**src/sv/swdtw_pkg.sv**
```systemverilog
// Shared definitions for the sliding window DTW matcher.
// Opcodes, configuration indexes, defaults and controller/datapath structs.
// No dependencies.
`timescale 1ns / 1ps

package swdtw_pkg;

  // Default sizes handed down as top-level parameter defaults.
  localparam int DEF_MAX_WINDOW   = 64;
  localparam int DEF_MAX_TEMPLATE = 64;
  localparam int DEF_MAX_COEFFS   = 16;

  // Register reset values before clamping.
  localparam int WINDOW_RST   = 64;
  localparam int TEMPLATE_RST = 64;
  localparam int COEFFS_RST   = 13;

  // Input beat opcodes; the last code is unused and ignored.
  localparam logic [1:0] OP_LOAD  = 2'd0;
  localparam logic [1:0] OP_PUSH  = 2'd1;
  localparam logic [1:0] OP_QUERY = 2'd2;
  localparam logic [1:0] OP_NONE  = 2'd3;

  // Configuration register indexes; the last index has no register.
  localparam logic [1:0] CFG_WINDOW   = 2'd0;
  localparam logic [1:0] CFG_TEMPLATE = 2'd1;
  localparam logic [1:0] CFG_COEFFS   = 2'd2;
  localparam logic [1:0] CFG_NONE     = 2'd3;

  localparam logic [19:0] DIST_MAX = 20'hFFFFF;
  localparam logic [31:0] COST_MAX = 32'hFFFFFFFF;

  // Commands from the controller to the datapath.
  typedef struct packed {
    logic load_wr;
    logic push_start;
    logic push_wr;
    logic q_start;
    logic q_wr;
    logic res_push;
  } swdtw_cmd_t;

  // Status from the datapath to the controller.
  typedef struct packed {
    logic last_t;
    logic last_cell;
    logic n_zero;
  } swdtw_sts_t;

endpackage

```
**src/sv/swdtw_ctrl.sv**
```systemverilog
// Controller state machine of the matcher: handshakes and command sequencing.
// Depends on swdtw_pkg.
`timescale 1ns / 1ps

module swdtw_ctrl
  import swdtw_pkg::*;
(
  input  logic       clk_i,
  input  logic       rst_ni,
  input  logic       in_valid_i,
  input  logic [1:0] in_opcode_i,
  output logic       in_ready_o,
  output logic       out_valid_o,
  input  logic       out_ready_i,
  input  swdtw_sts_t sts_i,
  output swdtw_cmd_t cmd_o
);

  localparam logic [2:0] ST_IDLE = 3'd0;
  localparam logic [2:0] ST_PRD  = 3'd1;
  localparam logic [2:0] ST_PWR  = 3'd2;
  localparam logic [2:0] ST_QRD  = 3'd3;
  localparam logic [2:0] ST_QWR  = 3'd4;
  localparam logic [2:0] ST_DONE = 3'd5;

  logic [2:0] state_q, state_d;
  logic       out_valid_q, out_valid_d;
  logic       accept;

  assign in_ready_o  = (state_q == ST_IDLE);
  assign accept      = in_valid_i && in_ready_o;
  assign out_valid_o = out_valid_q;

  // Next state and command decode.
  always_comb begin
    state_d     = state_q;
    cmd_o       = '0;
    out_valid_d = out_valid_q && !out_ready_i;
    case (state_q)
      ST_IDLE: begin
        if (accept) begin
          case (in_opcode_i)
            OP_LOAD: cmd_o.load_wr = 1'b1;
            OP_PUSH: begin
              cmd_o.push_start = 1'b1;
              state_d          = ST_PRD;
            end
            OP_QUERY: begin
              cmd_o.q_start = 1'b1;
              state_d       = sts_i.n_zero ? ST_DONE : ST_QRD;
            end
            default: state_d = ST_IDLE;
          endcase
        end
      end
      ST_PRD: state_d = ST_PWR;
      ST_PWR: begin
        cmd_o.push_wr = 1'b1;
        state_d       = sts_i.last_t ? ST_IDLE : ST_PRD;
      end
      ST_QRD: state_d = ST_QWR;
      ST_QWR: begin
        cmd_o.q_wr = 1'b1;
        state_d    = sts_i.last_cell ? ST_DONE : ST_QRD;
      end
      ST_DONE: begin
        if (!out_valid_q || out_ready_i) begin
          cmd_o.res_push = 1'b1;
          out_valid_d    = 1'b1;
          state_d        = ST_IDLE;
        end
      end
      default: state_d = ST_IDLE;
    endcase
  end

  // State and output valid registers.
  always_ff @(posedge clk_i or negedge rst_ni) begin
    if (!rst_ni) begin
      state_q     <= ST_IDLE;
      out_valid_q <= 1'b0;
    end else begin
      state_q     <= state_d;
      out_valid_q <= out_valid_d;
    end
  end

endmodule

```
**config.mk**
```make
export PLATFORM = sky130hd
export DESIGN_NAME = swdtw_ctrl
export DESIGN_NICKNAME = d
export VERILOG_FILES = /design/src/sv/swdtw_pkg.sv /design/src/sv/swdtw_ctrl.sv
export SDC_FILE = /design/constraint.sdc
export NUM_CORES = 1
export LEC_CHECK = 0
export ABC_CLOCK_PERIOD_IN_PS = 2900
export BUFFER_PORTS_ARGS = -buffer_cell sky130_fd_sc_hd__buf_2
export CORE_AREA = 2 2 39 41
export CTS_CLUSTER_DIAMETER = 50
export DETAILED_ROUTE_END_ITERATION = 16
export DIE_AREA = 0 0 41 43
export PLACE_DENSITY = 0.49
export SLEW_MARGIN = 20
export SYNTH_ARGS = -nofsm -noshare
export SYNTH_HDL_FRONTEND = slang
export SYNTH_SLANG_ARGS = --single-unit
export TNS_END_PERCENT = 20
```
**constraint.sdc**
```tcl
create_clock -name clk_i -period 2.9 [get_ports clk_i]
set_input_delay 0.435 -clock clk_i [delete_from_list [all_inputs] [get_ports clk_i]]
set_output_delay 0.435 -clock clk_i [all_outputs]
set_load 0.03 [all_outputs]
```
==> metrics.txt, run 1 <==
Pleak=0.2581 nW; drt pass-1 iters=2; sequential share of the synthesized area=30.65%; vias per inst=4.419; per-cell routed wire length=10.57 um; ANT nets after route=0; Initial DRC Count=4; I/O pins=17; area leader, netlist=dfrtp_1; Starting Density=23.60%; core area=0.001384 mm2; Layout area overhead=39.08%; post-cts sizing count=0; Setup CP Type=flop to output pin; maximum clock rate=0.5201 GHz; routed wire length=782 um; final setup margin=0.9773 ns; RR Endpoint=state_q[0]; fin crit period=1.923 ns; share of layout cells above drive strength 1=34.48%; area of the multi-input gates=202.7 um2; die width=41 um; Tcrit/Tclk final=66.30%; chip height=43 um; root buf cell=clkbuf_4; crit path DAT=1.49 ns; synth unique cells=21; first-pass GRT wire length=1207 um; Slew Limit Headroom=75.05%; hpwl dp=622.2 um; Gate Count Post-Synth=39; commonest non-fill, non-tap cell in the layout=buf_2; total negative slack=0 ns; GRT Total Usage=10.69%; worst endpoint required time=2.47 ns; post-synthesis cell area=326.6 um2; Syn. warnings=0; FF+latch area=100.1 um2; slew of the pin with the lowest slew margin=0.3691 ns; initial antenna violation count=0; RSZ-0062 raised after global routing=false; Startpoint Class=flop; Synth top area share=30.65%; VDD IR max=0.0002827 V; drt drc=0; final setup vio count=0; total grt overflow=0; PortBufs=16; Post-Synthesis Net Count=51; antenna fix cells=0; MaxCap Viol Count=0; critical path peak fanout=7; vias in the first global route=309; max-slew violations=0; Clock Latency Late Sink=0.24 ns; Fin Hold WS=0.4729 ns; HP Start=sts_i[2]; Num CTS Buffers=3; num rows=14; TritonCTS clock tree=built; Final Hold Fails=0; via count=327; Hold Crit Endpoint=state_q[0]; Synth area leaders=dfrtp_1 (31%), ha_1 (11%), and2_1 (5.7%), inv_1 (5.7%), nor2_1 (5.7%); PwrDens=764.5 mW/mm2; Hold WC Path Type=input pin to flop; Reg2Reg Launch Point=state_q[0]; pre-CTS setup slack=1.228 ns; most frequent cells in the layout=buf_2 (16), inv_1 (5), nor2_1 (5), dfrtp_1 (4); Seq cells post-synth=4; clock buffer depth=2; R2R cell count=3; die footprint=0.001763 mm2; crit end category=output pin; fin nets=72; Clock Skew=0.001956 ns; hold depth=3; H-tree Lvls=1; status=complete, no violations; slack of the worst reg-to-reg path=1.67 ns; largest net degree at the start of global routing=12; fillcell total=160; clk sinks=4; CTS clock-pin slew for the worst setup and hold paths=0.04 ns; Final Wtd Congestion=0.7073; Syn Area/Cell=8.373 um2
flip-flops by register name, indices dropped and copies added, names as in the netlist:
| register | flops |
|---|---|
| state_q | 3 |
| out_valid_o | 1 |
where the power goes:
part / switching, W / leakage (nW) / internal (W)
registers: 0.0000341 / 0.0535 / 0.0000735
logic: 0.000109 / 0.191 / 0.0000614
clock network: 0.0000231 / 0.0138 / 0.0000463
total: 0.000166 / 0.258 / 0.000181
critical path, cell delays in order (launching register included):
cell and delay, ns:
dfrtp_1 0.45, nor4b_1 0.42, and2_1 0.18, buf_2 0.19
final cells by class:
class                      instances  share of cell area, %
multi-input combinational         29                  44.63
sequential                         4                  22.04
timing repair buffer              17                  19.83
clock buffer                       3                  4.959
tap                               16                  4.408
inverter                           5                  4.132
synth_stat cells:
cell	n
a211o_1	1
a21oi_1	2
a221oi_1	1
and2_1	3
and3b_1	1
and4b_1	1
buf_2	1
dfrtp_1	4
ha_1	3
inv_1	5
nand2_1	2
nand2b_1	2
nand3_1	1
nor2_1	5
nor2b_1	1
nor3_1	1
nor3b_1	1
nor4b_1	1
nor4bb_2	1
o211ai_1	1
o21ai_0	1
what timing repair did:
action,4_1_cts,5_1_grt
endpoints found under the hold margin,4,0
setup buffers,0,0
hold buffers,1,0
through the flow:
stage                     util, %  cells  power (W)  instance area (um2)
final                       32.82     74  0.0003472                454.2
after CTS                   32.82     74  0.0003519                454.2
after global placement      30.47     70  0.0002780                421.7
after detailed placement    30.47     70  0.0002776                421.7
after global routing        32.82     74  0.0003744                454.2
after floorplan                 -     39  0.0002280                326.6
how the worst max path moves through the flow:
stage                     startpoint  endpoint  slack [ns]
after floorplan           state_q[0]  cmd_o[3]        1.16
after global placement    state_q[2]  cmd_o[2]        1.23
after detailed placement  state_q[2]  cmd_o[4]        1.23
after CTS                 state_q[2]  cmd_o[2]        0.97
after global routing      state_q[2]  cmd_o[5]        0.87
final                     state_q[2]  cmd_o[2]        0.98
routing by layer:
layer,track usage [%],vias to the layer above,wire length (um)
li1,-,172,-
met4,10.00,0,13
met2,15.00,14,327
met3,3.141,2,64
met5,0,-,0
met1,12.05,139,375
cells by family (layout without fill, tap and decap cells):
family	Yosys count	after routing	synth area share, %
buffers and inverters	6	25	7.279
AOI/OAI and AO/OA	6	6	12.26
DFF	4	4	30.65
adders and majority gates	3	3	11.50
and+or+nand+nor	20	20	38.32
Power figures use the tool's default switching activity.
==> inputs of run 2 (changes only) <==
--- a/config.mk
+++ b/config.mk
@@ -5,13 +5,14 @@
 export SDC_FILE = /design/constraint.sdc
 export NUM_CORES = 1
 export LEC_CHECK = 0
-export ABC_CLOCK_PERIOD_IN_PS = 2900
+export ABC_AREA = 1
+export ABC_CLOCK_PERIOD_IN_PS = 1660
 export BUFFER_PORTS_ARGS = -buffer_cell sky130_fd_sc_hd__buf_2
 export CORE_AREA = 2 2 39 41
 export CTS_CLUSTER_DIAMETER = 50
 export DETAILED_ROUTE_END_ITERATION = 16
 export DIE_AREA = 0 0 41 43
-export PLACE_DENSITY = 0.49
+export PLACE_DENSITY = 0.56
 export SLEW_MARGIN = 20
 export SYNTH_ARGS = -nofsm -noshare
 export SYNTH_HDL_FRONTEND = slang
==> constraint.sdc (replaced) <==
create_clock -name clk_i -period 1.66 [get_ports clk_i]
set_input_delay 0.249 -clock clk_i [delete_from_list [all_inputs] [get_ports clk_i]]
set_output_delay 0.249 -clock clk_i [all_outputs]
set_load 0.03 [all_outputs]
==> run 2 against run 1 <==
- critical path depth rose by 3
- sequential power up 69%
- core utilization grew 7.8 points
- first-iteration DRC count shrank 75%
- worst setup slack got worse by 0.86 ns
- final cell count increased by 32%
- area after synthesis rose by 21%
==> metrics.txt, run 2 <==
pre-CTS setup slack=0.2913 ns (-0.9369 ns); via count=394 (+20%); RR Endpoint=state_q[0]; final setup vio count=0 (unchanged); routed wire length=772 um (-1.3%); Seq cells post-synth=4 (unchanged); most common cell in the netlist=inv_1; first-pass GRT wire length=1062 um (-12%); Synth Flop Type=dfrtp_1; Power Internal=0.0004290 W (+140%); Gate Count Post-Synth=59 (+51%); H-tree Lvls=1 (unchanged); post-synthesis cell area=395.4 um2 (+21%); Hold WC Path Type=input pin to async pin; Slew Limit Headroom=85.20% (+10 points); combinational share of power=64.9% (+16 points); Post-Synthesis Net Count=71 (+39%); per-cell routed wire length=7.878 um (-25%); chip height=43 um (unchanged); Syn Area/Cell=6.701 um2 (-20%); slew of the pin with the lowest slew margin=0.2196 ns (-0.1495 ns); Synth top cells by count=inv_1 (13), nand2_1 (10), nor2_1 (8); critical-path cell list=nor2_4, nand2_4, inv_2, nand2_2, nor2_1, buf_4; sequential share of the synthesized area=25.32% (-5.3 points); clk sinks=4 (unchanged); clock buffer depth=2 (unchanged); Clock Skew=0.002082 ns (+0.0001262 ns); Starting Density=28.57% (+5.0 points); MaxCap Viol Count=0 (unchanged); max-slew violations=0 (unchanged); PortBufs=16 (unchanged); Syn. warnings=0 (unchanged); die width=41 um (unchanged); antenna fix cells=0 (unchanged); Largest Register=state_q; Startpoint Class=flop; Clock Power Share=13.7% (-6.3 points); slack of the worst reg-to-reg path=0.49 ns (-1.18 ns); area of the multi-input gates=234.0 um2 (+15%); Final Hold Fails=0 (unchanged); drt pass-1 iters=2 (unchanged); hpwl dp=604.3 um (-2.9%); Flop pwr share=21.3% (-9.7 points); final setup margin=0.1194 ns (-0.8579 ns); fin nets=96 (+33%); most frequent cells in the layout=inv_1 (13), buf_2 (13), nand2_1 (9), nor2_1 (8); critical path peak fanout=5 (-2); total grt overflow=0 (unchanged); num rows=14 (unchanged); share of layout cells above drive strength 1=43.90% (+9.4 points); root buf cell=clkbuf_4; die footprint=0.001763 mm2 (unchanged); core area=0.001384 mm2 (unchanged); Synth top area share=25.32% (-5.3 points); TritonCTS clock tree=built; FF+latch area=101.3 um2 (+1.2%); drt drc=0 (unchanged); crit path DAT=1.29 ns (-0.20 ns); Layout area overhead=42.09%; Pleak=0.3418 nW (+32%); async set or reset register ratio after synthesis=100.0% (unchanged); Initial DRC Count=1 (-3); fillcell total=163 (+1.9%); ANT nets after route=0 (unchanged); CP bufs+invs=2 (+1); Final Wtd Congestion=0.7329 (+3.6%); VDD IR max=0.0005946 V (+110%); Clock Latency Late Sink=0.23 ns (about the same); crit end category=output pin; Num CTS Buffers=3 (unchanged); CTS clock-pin slew for the worst setup and hold paths=0.04 ns (about the same); number of flip-flops in the largest register=3 (unchanged); Switch Pwr=0.0004276 W (+160%); vias in the first global route=313 (+1.3%); Crit-path slowest cell=dfrtp_2; GRT Total Usage=8.981% (-1.7 points); status=complete, no violations; slowest stage delay, CP=0.43 ns (-0.02 ns); R2R cell count=7 (+4); fin crit period=1.541 ns; Setup CP Type=flop to output pin; maximum clock rate=0.6491 GHz; I/O pins=17 (unchanged); synth unique cells=14 (-33%); Tcrit/Tclk final=92.81%; kind of cell adding the most delay to the critical path=flip-flops; largest net degree at the start of global routing=7 (-5); PwrDens=1525 mW/mm2 (+99%); area leader, netlist=dfrtp_1; worst endpoint required time=1.41 ns (-1.06 ns); initial antenna violation count=0 (unchanged); total negative slack=0 ns (unchanged); vias per inst=4.020 (-9.0%); switch share=49.92% (+2.1 points); RSZ-0062 raised after global routing=false; Synth area leaders=dfrtp_1 (25%), inv_1 (12%), nor2_4 (11%), ha_1 (9.5%), nand2_1 (9.5%); Reg2Reg Launch Point=state_q[0]; Post-synth EDFFs=0 (unchanged)
==> run 2: changes by cell type after synthesis, sizes merged, moves of 2 or more <==
cell,delta
nor2,+8
inv,+12
nand2,+9
nand3,+6
nand2b,-2
a21oi,-2
and2,-3
==> run 2: through the flow <==
step                      cell area, um2  cells  hold slack, ns  power [W]  util [%]
final                              561.8     98          0.3505  0.0008566     40.60
after global routing               561.8     98          0.3430  0.0009423     40.60
after CTS                          528.0     95          0.3414  0.0007873     38.16
after detailed placement           495.5     91         0.05586  0.0006629     35.80
after global placement             495.5     91         0.05674  0.0006608     35.80
after floorplan                    395.4     59        -0.04659  0.0005559         -
==> run 2: worst register-to-register path, stage by stage (launching register included) <==
cell and delay, ns:
dfrtp_2 0.43, nor2_4 0.18, nand2_4 0.07, buf_4 0.14, nor2_4 0.09, nor2_4 0.04
nand2_1 0.05, nand2_1 0.05
==> run 2: worst max path at each step <==
stage	start	endpoint	slack, ns	cells after the start
2_1_floorplan	state_q[1]	cmd_o[2]	0.08	5
3_5_place_dp	state_q[1]	cmd_o[2]	0.29	6
3_3_place_gp	state_q[1]	cmd_o[4]	0.31	6
4_1_cts	state_q[1]	cmd_o[2]	0.04	6
5_1_grt	state_q[1]	cmd_o[2]	0.009	6
6_report	state_q[0]	cmd_o[2]	0.12	6
==> run 2: area by class of cell <==
cell class              count  area share (%)
inverters                  17           11.36
flip-flops and latches      4           18.04
well taps                  16           3.563
repair buffers             20           21.38
clock buffers               3           4.009
multi-input cells          38           41.65
==> run 2: logic make-up after synthesis <==
group / share of synthesized area, %
AOI/OAI and AO/OA: 2.532
adders and majority gates: 9.495
and+or+nand+nor: 46.52
DFF: 25.32
buffers and inverters: 16.14
==> run 2: power groups by stage <==
| stage | registers, W | clock network, W | logic [W] |
|---|---|---|---|
| 5_1_grt | 0.000188 | 0.000131 | 0.000623 |
| 3_3_place_gp | 0.000182 | 0 | 0.000479 |
| 3_5_place_dp | 0.000184 | 0 | 0.000479 |
| 6_report | 0.000183 | 0.000118 | 0.000556 |
| 4_1_cts | 0.000183 | 0.000124 | 0.000481 |
| 2_1_floorplan | 0.000186 | 0 | 0.000370 |
==> run 2: timing repair <==
action	4_1_cts	5_1_grt
resized for setup	0	8
endpoints found under the setup margin	0	3
hold buffers	1	0
hold endpoints to repair	4	0
setup buffers	0	3
==> run 2: metal layers <==
| metal | part of all wire, % | GRT usage (%) |
|---|---|---|
| met4 | 0 | 6.000 |
| met5 | 0 | 0 |
| met1 | 42 | 9.804 |
| met2 | 52 | 14.69 |
| met3 | 5.3 | 1.571 |
==> inputs of run 3 (changes only) <==
--- a/config.mk
+++ b/config.mk
@@ -6,7 +6,7 @@
 export NUM_CORES = 1
 export LEC_CHECK = 0
 export ABC_AREA = 1
-export ABC_CLOCK_PERIOD_IN_PS = 1660
+export ABC_CLOCK_PERIOD_IN_PS = 1300
 export BUFFER_PORTS_ARGS = -buffer_cell sky130_fd_sc_hd__buf_2
 export CORE_AREA = 2 2 39 41
 export CTS_CLUSTER_DIAMETER = 50
==> constraint.sdc (replaced) <==
create_clock -name clk_i -period 1.3 [get_ports clk_i]
set_input_delay 0.195 -clock clk_i [delete_from_list [all_inputs] [get_ports clk_i]]
set_output_delay 0.195 -clock clk_i [all_outputs]
set_load 0.03 [all_outputs]
==> run 3 against run 2 <==
- the run now ends with setup timing left
- routed wire length increased by 16%
- first-iteration DRC count rose to 6.0 times the previous value
- count of clock-buffer cells in the layout stayed put
- die area did not move
- critical path depth unchanged
- worst setup slack worse by 0.22 ns
- worst hold slack lost 0.069 ns
- largest power group unchanged
==> metrics.txt, run 3 (synthesized netlist as in run 2, its figures left out) <==
Startpoint Class=flop; Fin Hold WS=0.2817 ns (-0.06884 ns); share of layout cells above drive strength 1=48.81% (+4.9 points); HP Start=sts_i[2]; Setup CP Type=flop to output pin; RSZ-0062 raised after global routing=true; CTS clock-pin slew for the worst setup and hold paths=0.04 ns (about the same); most frequent cells in the layout=inv_1 (13), buf_2 (10), nand2_1 (9), nor2_4 (7); Total Power=0.001286 W (+50%); total negative slack=-0.5032 ns (-0.5032 ns); Slew Limit Headroom=88.79% (+3.6 points); RR Endpoint=state_q[2]; H-tree Lvls=1 (unchanged); worst endpoint required time=1.11 ns (-0.30 ns); critical path peak fanout=3 (-2); PwrDens=1995 mW/mm2 (+31%); failing checks=setup timing; fillcell total=144 (-12%); Initial DRC Count=6 (+5); Hold WC Path Type=input pin to flop; routed wire length=894 um (+16%); drt drc=0 (unchanged); antenna fix cells=0 (unchanged); Pleak=0.3601 nW (+5.4%); per-cell routed wire length=8.940 um (+13%); R2R cell count=7 (unchanged); vias in the first global route=398 (+27%); crit end category=output pin; Final Non-Filler Cells=100 (+2.0%); root buf cell=clkbuf_4; crit path DAT=1.21 ns (-0.08 ns); slew of the pin with the lowest slew margin=0.1663 ns (-0.05331 ns); clk sinks=4 (unchanged); ANT nets after route=0 (unchanged); initial antenna violation count=0 (unchanged); Largest Register=state_q; drt pass-1 iters=3 (+1); hpwl dp=722.9 um (+20%); fin crit period=1.404 ns; vias per inst=4.190 (+4.2%); Layout area overhead=62.97%; Starting Density=28.57% (unchanged); Num CTS Buffers=3 (unchanged); final setup vio count=7 (+7); TritonCTS clock tree=built; status=complete, but fails checks; Final Hold Fails=0 (unchanged); via count=419 (+6.3%); Clock Latency Late Sink=0.23 ns (about the same); Reg2Reg Launch Point=state_q[1]; chip height=43 um (unchanged); commonest non-fill, non-tap cell in the layout=inv_1; GRT Total Usage=12.00% (+3.0 points); core area=0.001384 mm2 (unchanged); largest net degree at the start of global routing=7 (unchanged); dpl cells=94 (+3.3%); num rows=14 (unchanged); final setup margin=-0.1035 ns (-0.2229 ns); maximum clock rate=0.7125 GHz; I/O pins=17 (unchanged); max-slew violations=0 (unchanged); die width=41 um (unchanged); number of flip-flops in the largest register=3 (unchanged); PortBufs=16 (unchanged); first-pass GRT wire length=1400 um (+32%); fin nets=98 (+2.1%); Clock Skew=0.004658 ns (+0.002575 ns); slack of the worst reg-to-reg path=0.15 ns (-0.34 ns); hold depth=4; Tcrit/Tclk final=108.0%; MaxCap Viol Count=0 (unchanged); VDD IR max=0.0008903 V (+50%); Hold Crit Endpoint=state_q[0]; Final Wtd Congestion=0.7303 (-0.35%); die footprint=0.001763 mm2 (unchanged); total grt overflow=0 (unchanged); clock buffer depth=2 (unchanged)
run 3: cell count changes in the layout (fill, tap and decap cells not counted), sizes merged:
cell | before | now
buf | 19 | 21
run 3: cell type report:
type                            instances  area, um2  area share [%]
Clock buffer                            3      22.52           3.495
Inverter                               17      68.82           10.68
Multi-Input combinational cell         38      270.3           41.94
Sequential cell                         4      101.3           15.73
Tap cell                               16      20.02           3.107
Timing Repair Buffer                   22      161.4           25.05
run 3: repair_timing:
item / 4_1_cts / 5_1_grt
gates resized for setup: 13 / 0
buffers inserted: 2 / 0
hold endpoints to repair: 4 / 0
endpoints found under the setup margin: 7 / 7
pin swaps: 3 / 1
hold buffers: 1 / 0
run 3: power by group:
| part | switching [W] | leakage (nW) | internal (W) |
|---|---|---|---|
| combinational | 0.000543 | 0.294 | 0.000376 |
| clock | 0.0000460 | 0.0138 | 0.000103 |
| sequential | 0.0000462 | 0.0522 | 0.000171 |
run 3: worst max-delay path, cell delays in order, from the launching register on:
cell and delay, ns:
dfrtp_2 0.43, nor2_4 0.13, nand2_4 0.08, inv_6 0.07, nand2_8 0.06, nor2_4 0.08
buf_6 0.13
run 3: routing by layer:
layer / global-route usage [%] / routed length [um]
met4: 6.000 / 0
met1: 10.42 / 326
met3: 3.141 / 50
met5: 0 / 0
met2: 22.50 / 517
run 3: worst max path at each step:
stage | startpoint | endpoint | slack, ns | cells past startpoint
2_1_floorplan | state_q[0] | cmd_o[2] | 0.02 | 5
3_3_place_gp | state_q[1] | cmd_o[2] | 0.07 | 6
3_5_place_dp | state_q[1] | cmd_o[2] | 0.05 | 6
4_1_cts | state_q[1] | cmd_o[5] | -0.13 | 6
5_1_grt | state_q[0] | cmd_o[2] | -0.17 | 6
6_report | state_q[1] | cmd_o[2] | -0.10 | 6
run 3: stage by stage:
step | worst slack, ns | area [um2] | utilization, %
6_report | -0.1035 | 644.4 | 46.56
5_1_grt | -0.1656 | 644.4 | 46.56
4_1_cts | -0.1312 | 644.4 | 46.56
3_5_place_dp | 0.04981 | 553.0 | 39.96
3_3_place_gp | 0.07395 | 553.0 | 39.96
2_1_floorplan | 0.01704 | 430.4 | -
